File: config.mk
export PLATFORM = sky130hd
export DESIGN_NAME = fccw_ctrl
export DESIGN_NICKNAME = d
export VERILOG_FILES = /design/src/rtl/fccw_pkg.sv /design/src/rtl/fccw_ctrl.sv
export SDC_FILE = /design/constraint.sdc
export NUM_CORES = 1
export LEC_CHECK = 0
export ABC_AREA = 0
export BUFFER_PORTS_ARGS = -buffer_cell sky130_fd_sc_hd__buf_4
export CAP_MARGIN = 20
export CORE_AREA = 2 2 39 41
export CTS_CLUSTER_DIAMETER = 200
export DETAILED_ROUTE_END_ITERATION = 8
export DIE_AREA = 0 0 41 43
export GPL_ROUTABILITY_DRIVEN = 0
export PLACE_DENSITY = 0.48
export SLEW_MARGIN = 30
export SYNTH_ARGS = -nofsm -noshare
export SYNTH_HDL_FRONTEND = slang
export SYNTH_SLANG_ARGS = --single-unit
export TNS_END_PERCENT = 30
File: constraint.sdc
create_clock -name clk -period 1.5 [get_ports clk]
set_input_delay 0.3 -clock clk [delete_from_list [all_inputs] [get_ports clk]]
set_output_delay 0.3 -clock clk [all_outputs]
set_load 0.01 [all_outputs]
File: src/rtl/fccw_pkg.sv
// ----------------------------------------------------------------------------
// fccw_pkg
// Shared types and constants for the FAT12 cluster chain walker.
// ----------------------------------------------------------------------------
package fccw_pkg;

    localparam int TABLE_BYTES_DEF = 8192;

    // item action codes
    localparam logic [1:0] ACT_WRITE = 2'd0;
    localparam logic [1:0] ACT_START = 2'd1;
    localparam logic [1:0] ACT_CONT  = 2'd2;

    // configuration register indexes
    localparam logic CFG_SPC        = 1'b0;
    localparam logic CFG_DATA_START = 1'b1;

    localparam logic [11:0] END_MARK    = 12'hFF8;
    localparam logic [11:0] MIN_CLUSTER = 12'd2;
    localparam logic [6:0]  SPC_MAX     = 7'd64;
    localparam logic [6:0]  SPC_RESET   = 7'd1;
    localparam logic [15:0] DS_RESET    = 16'd33;

    typedef struct packed {
        logic [1:0]  action;
        logic [12:0] table_addr;
        logic [7:0]  table_byte;
        logic [11:0] head_cluster;
    } item_t;

    typedef struct packed {
        logic [19:0] sector_number;
        logic        sector_valid;
        logic        last_of_run;
        logic        chain_done;
        logic        bad_cluster;
    } result_t;

    // controller -> datapath
    typedef struct packed {
        logic table_wr;
        logic load_first;
        logic rd_hi;
        logic cap_b0;
        logic fin_lookup;
        logic emit_sector;
        logic emit_report;
    } cmd_t;

    // datapath -> controller
    typedef struct packed {
        logic cl_end;
        logic cl_bad;
        logic last_sector;
    } status_t;

endpackage

File: src/rtl/fccw_ctrl.sv
// ----------------------------------------------------------------------------
// fccw_ctrl
// Sequencer: table writes, two-byte entry lookup, sector emission.
// ----------------------------------------------------------------------------
module fccw_ctrl
    import fccw_pkg::*;
(
    input  logic       clk,
    input  logic       rst_n,
    input  logic       start,
    input  logic [1:0] action,
    input  status_t    sts,
    output cmd_t       cmd,
    output logic       busy
);

    typedef enum logic [2:0] {
        ST_IDLE,
        ST_LOOK0,
        ST_LOOK1,
        ST_LOOK2,
        ST_EMIT
    } state_t;

    state_t state_reg, state_next;

    assign busy = (state_reg != ST_IDLE);

    always_comb
    begin
        state_next = state_reg;
        cmd        = '0;
        unique case (state_reg)
            ST_IDLE:
            begin
                if (start)
                begin
                    unique case (action)
                        ACT_WRITE: cmd.table_wr = 1'b1;
                        ACT_START:
                        begin
                            cmd.load_first = 1'b1;
                            state_next     = ST_LOOK0;
                        end
                        ACT_CONT:  state_next = ST_LOOK0;
                        default:   state_next = ST_IDLE;
                    endcase
                end
            end
            ST_LOOK0:
            begin
                // held cluster is an end marker or bad: one report only
                if (sts.cl_end || sts.cl_bad)
                begin
                    cmd.emit_report = 1'b1;
                    state_next      = ST_IDLE;
                end
                else
                begin
                    state_next = ST_LOOK1;
                end
            end
            ST_LOOK1:
            begin
                cmd.rd_hi  = 1'b1;
                cmd.cap_b0 = 1'b1;
                state_next = ST_LOOK2;
            end
            ST_LOOK2:
            begin
                cmd.fin_lookup = 1'b1;
                state_next     = ST_EMIT;
            end
            ST_EMIT:
            begin
                cmd.emit_sector = 1'b1;
                if (sts.last_sector)
                begin
                    state_next = ST_IDLE;
                end
            end
            default: state_next = ST_IDLE;
        endcase
    end

    always_ff @(posedge clk or negedge rst_n)
    begin
        if (!rst_n)
        begin
            state_reg <= ST_IDLE;
        end
        else
        begin
            state_reg <= state_next;
        end
    end

endmodule

-- Word-level counts from Yosys, hierarchy flattened
Cells that the tools add are included.
- register bits: 3
- input bits: 8
- output and inout port bits: 8
- word-level logic and storage cells: 30
- equal/unequal tests: 9
- mux-type cells: 14
- reductions and logical operators: 6
- operators with widths (cell ; number):
    $pmux 3 s5 ; 1
    $mux 2 ; 4
    $eq 3x2->1 const B ; 2
    $mux 1 ; 6
    $mux 3 ; 2
    $ne 2x2->1 const B ; 3
    $pmux 3 s2 ; 1
    $eq 3x1->1 const B ; 1
    $eq 3x3->1 const B ; 1
    $logic_not 3->1 ; 1
    $reduce_and 3->1 ; 1
    $reduce_bool 3->1 ; 1
    $eq 2x1->1 const B ; 1
    $eq 2x2->1 const B ; 1
    $logic_not 2->1 ; 1
    $reduce_or 2->1 ; 1
    $logic_or 1x1->1 ; 1

-- Logic depth before layout (Yosys ltp)
Gate-level depths: netlist of run 1.
- depth after elaboration: 5
- depth in mapped cells: 4
- depth with buffers taken out: 4

-- Worst setup path after synthesis of run 1
Ideal clock, no wire load.
- path type: flip-flop to output port
- start: register state_reg[2]
- end: output port cmd[6] in the netlist's numbering
- arrival: 1.118 ns
- required time: 1.200 ns
- path slack: 0.082 ns
- cell stages (with the launch flop): 4
- buffers on the path: 1
- cell sequence: dfrtp_1 -> buf_2 -> or3_1 -> nor2_1
- RTL lines (what ; RTL line ; RTL):
    start, declared ; fccw_ctrl.sv:25 ; state_t state_reg, state_next;
    start signal, assigned ; fccw_ctrl.sv:94 ; state_reg <= state_next;
    end, declared ; fccw_ctrl.sv:13 ; output cmd_t cmd,

==> results of run 1 <==
## where the power goes
group          leakage (nW)  total (mW)  switching, mW  internal [mW]
Clock                0.0150       0.144         0.0440         0.0999
Sequential           0.0387       0.152         0.0342          0.118
Combinational         0.180       0.529          0.240          0.290
## layer usage
metal  share of wire (%)  vias to the layer above  global-route usage, %  wire length [um]
li1                    -                      140                      -                 -
met1                  45                      124                  11.65               289
met2                  50                        9                  13.13               322
met3                 4.2                        0                  1.571                27
met4                   0                        0                  6.000                 0
met5                   0                        -                      0                 0
## critical path: stages, from the launching register on
cell     delay (ns)
dfrtp_2        0.41
or3_4          0.39
nor2_2         0.08
buf_4          0.12
## cell usage in the layout, fill, tap and decap left out
cell           instances
nor3b_4                1
clkbuf_1               1
dfrtp_1                2
nor2_2                 1
nor4_4                 1
dfrtp_2                1
nor3_2                 2
nand3b_1               1
inv_1                  4
clkbuf_4               3
dlygate4sd3_1          1
o21ai_1                1
a21oi_1                1
nand2_1                3
buf_6                  3
o2bb2ai_1              1
or3_4                  1
buf_4                 17
nand2b_1               1
a211oi_1               1
nor2_1                 1
ha_1                   2
or4b_1                 1
## cells by family after synthesis
group	after synthesis	share of synthesized area, %
simple gates	13	31.02
flops	3	32.08
fa+ha+maj	2	10.69
buf+inv	7	14.97
compound gates	4	11.23
## final cells by class
class / count / area [um^2] / share of cell area [%]
Timing Repair Buffer: 21 / 171.4 / 35.96
Multi-Input combinational cell: 19 / 167.7 / 35.17
Sequential cell: 3 / 76.32 / 16.01
Clock buffer: 4 / 26.28 / 5.512
Tap cell: 16 / 20.02 / 4.199
Inverter: 4 / 15.01 / 3.150
## stage by stage
stage                     hold slack (ns)  cells   TNS, ns  area [um^2]  setup WS [ns]
after global routing               0.3538     67   -0.1120        476.7       -0.06180
after detailed placement          0.09232     59         0        361.6         0.1519
final                              0.3133     67  -0.03027        476.7       -0.03027
after floorplan                  0.004409     29         0        234.0        0.08193
after global placement            0.09236     59         0        361.6         0.1514
after CTS                          0.3079     67  -0.06034        445.4       -0.03561
## worst paths after layout
check,to,from,cells past startpoint
max,cmd[6],state_reg[0]$_DFFE_PN0P_,3
min,state_reg[2]$_DFFE_PN0P_,sts[0],3
max reg2reg,state_reg[1]$_DFFE_PN0P_,state_reg[1]$_DFFE_PN0P_,3
min reg2reg,state_reg[0]$_DFFE_PN0P_,state_reg[2]$_DFFE_PN0P_,2
max in group asynchronous,state_reg[0]$_DFFE_PN0P_,rst_n,2
min in group asynchronous,state_reg[1]$_DFFE_PN0P_,rst_n,2
## repair_timing
| item | in CTS | in global routing |
|---|---|---|
| hold buffers | 1 | 0 |
| pin swaps | 2 | 1 |
| gates resized for setup | 6 | 7 |
| setup endpoints to repair | 3 | 5 |
| setup buffers | 3 | 0 |
| endpoints found under the hold margin | 3 | 0 |
==> results.json, run 1 <==
{
  "violations": "setup timing",
  "die_w_um": 41,
  "async_reset_ff_share_pct": 100.0,
  "via_per_inst": 4.075,
  "dp_hpwl_um": 459.4,
  "grt_usage_pct": 9.054,
  "final_antenna_net_count": 0,
  "finalNetCount": 62,
  "fill_cells": 153,
  "cp.required_ns": 1.20,
  "coreArea_mm2": 0.001384,
  "grt_max_degree": 9,
  "grt_pass1_wl_um": 1104,
  "end_kind": "primary output",
  "synth_edf_count": 0,
  "synth_cells": 29,
  "worst_pin_slew_ns": 0.1882,
  "clock_sinks": 3,
  "synth_top_area_share_pct": 32.09,
  "hold_viol": 0,
  "cts_buffers": 3,
  "post-route-period-util_pct": 102.0,
  "status": "finished with violations",
  "synth_common_cells": "inv_1, dfrtp_1, nand2_1",
  "maxCapViolCount": 0,
  "maxSlewHeadroom_pct": 87.38,
  "clk_latency_ns": 0.23,
  "drtIter0Drc": 0,
  "drt_wl_total_um": 640,
  "skew_ns": 0.003528,
  "setup_ws_ns": -0.03027,
  "netlist.top_cell.by_area": "dfrtp_1",
  "synth_most_common_cell": "inv_1",
  "yosysWarnings": 0,
  "diodes": 0,
  "boundaryPins": 16,
  "fin_crit_ns": 1.530,
  "synth_seq_cells": 3,
  "drive_above_1_share_pct": 58.82,
  "syn_nets": 39,
  "wl_per_cell_um": 9.552,
  "fin_total_pwr_mw": 0.8256,
  "first_pass_iters": 1,
  "clock.fmax_mhz": 653.5,
  "ys_types": 18,
  "synth-seq-area-share_pct": 32.09,
  "cts_tree": "built",
  "synth-main-ff-cell": "dfrtp_1",
  "cp_max_fo": 2,
  "path_class": "flip-flop to primary output",
  "drv_slew": 0,
  "first_global_vias": 283,
  "vias": 273,
  "clk_pin_slew_ns": 0.04,
  "grt_overflow_total": 0,
  "synth_area_per_cell_um2": 8.068,
  "powerDensity_mw_per_mm2": 1732,
  "ir_worst_vdd_mv": 0.4460,
  "largest_register_ffs": 3,
  "final_util_pct": 34.45,
  "drc": 0,
  "num_rows": 14,
  "clk_path_buf_depth": 2,
  "startpoint_type": "flip-flop",
  "rsz0062_at_grt": "true",
  "die_height_um": 43,
  "r2r_slack_ns": 0.23,
  "io_buffers": 15,
  "htree_levels": 1,
  "crit_arrival_ns": 1.23,
  "root_buffer": "clkbuf_4",
  "p_leak_nw": 0.2336,
  "antenna_found_initial": 0,
  "die-area_mm2": 0.001763,
  "hold_path_class": "input pin to flip-flop",
  "syn_area_um2": 234.0,
  "synth.area.top_cells": "dfrtp_1, ha_1, buf_4",
  "setup_viol": 1,
  "area_growth_pct": 103.7,
  "initial_core_util_pct": 16.91
}
No activity file was read; power rests on OpenSTA's default activity.
==> run 2, diff against run 1 <==
==> constraint.sdc (replaced) <==
create_clock -name clk -period 1.5 [get_ports clk]
set_input_delay 0.3 -clock clk [delete_from_list [all_inputs] [get_ports clk]]
set_output_delay 0.3 -clock clk [all_outputs]
set_load 0.1 [all_outputs]
==> results.json, run 2 (same netlist as run 1, synthesis figures left out) <==
{
  "cts_tree": "built",
  "antenna_found_initial": 0,
  "root_buffer": "clkbuf_4",
  "io_buffers": 15,
  "hold_viol": 0,
  "area_growth_pct": 135.8,
  "post-route-period-util_pct": 108.7,
  "min_from": "sts[0]",
  "largest_register_ffs": 3,
  "status": "finished with violations",
  "finalNonFillerCells": 68,
  "skew_ns": 0.003924,
  "maxSlewHeadroom_pct": 78.62,
  "grt_usage_pct": 9.155,
  "wl_per_cell_um": 9.574,
  "cp.required_ns": 1.20,
  "rsz0062_at_grt": "true",
  "dp_hpwl_um": 499.9,
  "place_inst": 63,
  "violations": "setup timing",
  "layout_commonest_cell": "buf_4",
  "first_pass_iters": 1,
  "diodes": 0,
  "crit_arrival_ns": 1.33,
  "r2r_slack_ns": 0.24,
  "final_antenna_net_count": 0,
  "r2r_end": "state_reg[1]$_DFFE_PN0P_",
  "r2r_cells": 3,
  "r2r_start": "state_reg[1]$_DFFE_PN0P_",
  "path_class": "flip-flop to primary output",
  "setup_viol": 7,
  "grt_max_degree": 7,
  "cp_max_fo": 3,
  "boundaryPins": 16,
  "startpoint_type": "flip-flop",
  "drive_above_1_share_pct": 65.38,
  "clk_pin_slew_ns": 0.04,
  "via_per_inst": 4.074,
  "finalNetCount": 63,
  "setup_ws_ns": -0.1311,
  "first_global_vias": 269,
  "die-area_mm2": 0.001763,
  "htree_levels": 1,
  "clk_path_buf_depth": 2,
  "coreArea_mm2": 0.001384,
  "clock.fmax_mhz": 613.1,
  "clk_latency_ns": 0.23,
  "cts_buffers": 3,
  "worst_pin_slew_ns": 0.3173,
  "drc": 0,
  "hold_path_class": "input pin to flip-flop",
  "die_w_um": 41,
  "drt_wl_total_um": 651,
  "maxCapViolCount": 0,
  "die_height_um": 43,
  "grt_pass1_wl_um": 1090,
  "hold-path-endpoint": "state_reg[2]$_DFFE_PN0P_",
  "num_rows": 14,
  "initial_core_util_pct": 16.91,
  "drtIter0Drc": 0,
  "end_kind": "primary output",
  "grt_overflow_total": 0,
  "fill_cells": 138,
  "hold_path_depth": 3,
  "clock_sinks": 3,
  "fin_crit_ns": 1.631,
  "mostFrequentLayoutCells": "buf_4, buf_12, inv_1, nand2_1, clkbuf_4",
  "vias": 277,
  "drv_slew": 0
}
[run 2: cell types whose count changed in the layout (fill, tap and decap cells not counted), moves of 2 or more]
cell    previous run  this run
buf_12             0         4
buf_4             17        15
nor3_2             2         0
nor3_4             0         2
[run 2: worst max-delay path by stage]
stage / from / endpoint / slack (ns)
floorplan: state_reg[2]$_DFFE_PN0P_ / cmd[4] / -0.43
global placement: action[1] / cmd[5] / 0.03
detailed placement: state_reg[2]$_DFFE_PN0P_ / cmd[6] / 0.05
CTS: state_reg[2]$_DFFE_PN0P_ / cmd[5] / -0.15
global route: state_reg[2]$_DFFE_PN0P_ / cmd[5] / -0.17
finish: state_reg[2]$_DFFE_PN0P_ / cmd[6] / -0.13
[run 2: metal layers]
| layer | wire length, um | up-vias | track usage (%) |
|---|---|---|---|
| met2 | 330 | 11 | 12.50 |
| met5 | 0 | - | 0 |
| li1 | - | 141 | - |
| met3 | 33 | 0 | 0 |
| met1 | 287 | 125 | 13.59 |
| met4 | 0 | 0 | 6.000 |
[run 2: critical path, stage by stage (launching register included)]
cell and delay (ns):
dfrtp_1 0.40, or3_4 0.41, nor2_4 0.11, buf_12 0.18
[run 2: cell type report]
type,instances,area (um^2),share of cell area (%)
inverter,4,15.01,2.721
multi-input combinational,19,187.7,34.01
timing repair buffer,22,225.2,40.82
tap,16,20.02,3.628
clock buffer,4,26.28,4.762
sequential,3,77.57,14.06
[run 2: through the flow]
stage	util [%]	TNS (ns)	hold slack (ns)	instance area [um^2]	setup slack (ns)
6_report	39.87	-0.6072	0.3312	551.8	-0.1311
5_1_grt	39.87	-1.030	0.3322	551.8	-0.1712
4_1_cts	39.51	-0.7665	0.3253	546.8	-0.1476
3_5_place_dp	33.00	0	0.09165	456.7	0.04626
3_3_place_gp	33.00	0	0.08974	456.7	0.03271
2_1_floorplan	-	-1.997	0.004409	317.8	-0.4289
[run 2: timing repair]
action | 4_1_cts | 5_1_grt
hold buffers | 1 | 0
setup buffers | 0 | 0
gates resized for setup | 13 | 2
hold endpoints to repair | 3 | 0
endpoints found under the setup margin | 8 | 8
pin swaps | 0 | 2
Power of run 2 is not shown: default switching activity piles up to over one toggle a cycle in this logic, so the estimate is an artifact.
==> run 3, diff against run 2 <==
--- a/config.mk
+++ b/config.mk
@@ -18,4 +18,3 @@
 export SYNTH_ARGS = -nofsm -noshare
 export SYNTH_HDL_FRONTEND = slang
 export SYNTH_SLANG_ARGS = --single-unit
-export TNS_END_PERCENT = 30
==> results.json, run 3 (same netlist as run 1, synthesis figures left out) <==
{
  "drtIter0Drc": 3,
  "root_buffer": "clkbuf_4",
  "clk_pin_slew_ns": 0.04,
  "largest_register_ffs": 3,
  "r2r_start": "state_reg[1]$_DFFE_PN0P_",
  "place_inst": 62,
  "via_per_inst": 4.261,
  "hold_viol": 0,
  "vias": 294,
  "crit_arrival_ns": 1.33,
  "cp_max_fo": 2,
  "final_antenna_net_count": 0,
  "finalNetCount": 64,
  "grt_overflow_total": 0,
  "first_pass_iters": 2,
  "wl_per_cell_um": 10.65,
  "min_from": "sts[0]",
  "maxCapViolCount": 0,
  "drt_wl_total_um": 735,
  "path_class": "flip-flop to primary output",
  "cp.required_ns": 1.20,
  "rsz0062_at_grt": "true",
  "dp_hpwl_um": 548.6,
  "num_rows": 14,
  "die-area_mm2": 0.001763,
  "area_growth_pct": 162.6,
  "coreArea_mm2": 0.001384,
  "die_w_um": 41,
  "io_buffers": 15,
  "htree_levels": 1,
  "layout_commonest_cell": "buf_4",
  "setup_ws_ns": -0.1324,
  "worst_pin_slew_ns": 0.2773,
  "clock.fmax_mhz": 612.6,
  "clk_path_buf_depth": 2,
  "grt_usage_pct": 10.22,
  "clk_latency_ns": 0.23,
  "drc": 0,
  "hold_path_class": "input pin to flip-flop",
  "cts_buffers": 3,
  "cts_tree": "built",
  "boundaryPins": 16,
  "setup_viol": 7,
  "violations": "setup timing",
  "end_kind": "primary output",
  "mostFrequentLayoutCells": "buf_4, buf_12, inv_1, clkbuf_4, buf_6",
  "status": "finished with violations",
  "grt_pass1_wl_um": 1214,
  "drv_slew": 0,
  "die_height_um": 43,
  "clock_sinks": 3,
  "crit_path_start": "state_reg[0]$_DFFE_PN0P_",
  "first_global_vias": 302,
  "grt_max_degree": 8,
  "fin_crit_ns": 1.632,
  "tns_ns": -0.5752,
  "finalNonFillerCells": 69,
  "drive_above_1_share_pct": 69.81,
  "diodes": 0,
  "initial_core_util_pct": 16.91,
  "maxSlewHeadroom_pct": 81.66,
  "post-route-period-util_pct": 108.8,
  "startpoint_type": "flip-flop",
  "skew_ns": 0.002498,
  "antenna_found_initial": 0
}
[run 3: worst paths after layout]
check,cells after the start,slack [ns],end
setup / recovery,3,-0.13,cmd[6]
hold / removal,3,0.33,state_reg[2]$_DFFE_PN0P_
setup reg to reg,3,0.26,state_reg[1]$_DFFE_PN0P_
hold reg to reg,2,0.64,state_reg[1]$_DFFE_PN0P_
max in group asynchronous,2,0.99,state_reg[2]$_DFFE_PN0P_
min in group asynchronous,2,0.40,state_reg[1]$_DFFE_PN0P_
[run 3: routing by layer]
layer  part of all wire (%)  vias to the layer above  track usage [%]
met5                      0                        -                0
met1                     39                      136            10.54
met2                     52                       13            16.88
li1                       -                      145                -
met3                    8.6                        0            4.712
met4                      0                        0            4.000
[run 3: metrics by stage]
| step | hold WS, ns | area [um^2] | setup WS (ns) | util, % |
|---|---|---|---|---|
| after floorplan | 0.004409 | 332.8 | -0.4282 | - |
| after global placement | 0.09014 | 460.4 | 0.03129 | 33.27 |
| after detailed placement | 0.09263 | 460.4 | 0.02750 | 33.27 |
| after CTS | 0.3286 | 594.3 | -0.1486 | 42.95 |
| after global routing | 0.3275 | 614.3 | -0.1955 | 44.39 |
| final | 0.3282 | 614.3 | -0.1324 | 44.39 |
[run 3: area by class of cell]
class | count | area (um^2)
multi-input combinational | 19 | 211.5
tap | 16 | 20.02
fill | 136 | 769.5
timing repair buffer | 23 | 261.5
inverter | 4 | 17.52
sequential | 3 | 77.57
clock buffer | 4 | 26.28
[run 3: repair_timing]
action / in CTS / in global routing
gates cloned: 0 / 0
setup buffers: 1 / 1
pin swaps: 2 / 3
endpoints found under the setup margin: 8 / 8
hold endpoints to repair: 3 / 0
gates resized for setup: 23 / 3
hold buffers: 1 / 0
[run 3: worst max-delay path, cell delays in order (launching register included)]
cell     delay [ns]
dfrtp_1        0.39
or3_4          0.42
nor2_4         0.11
buf_12         0.18
Power of run 3 is left out for the same reason.
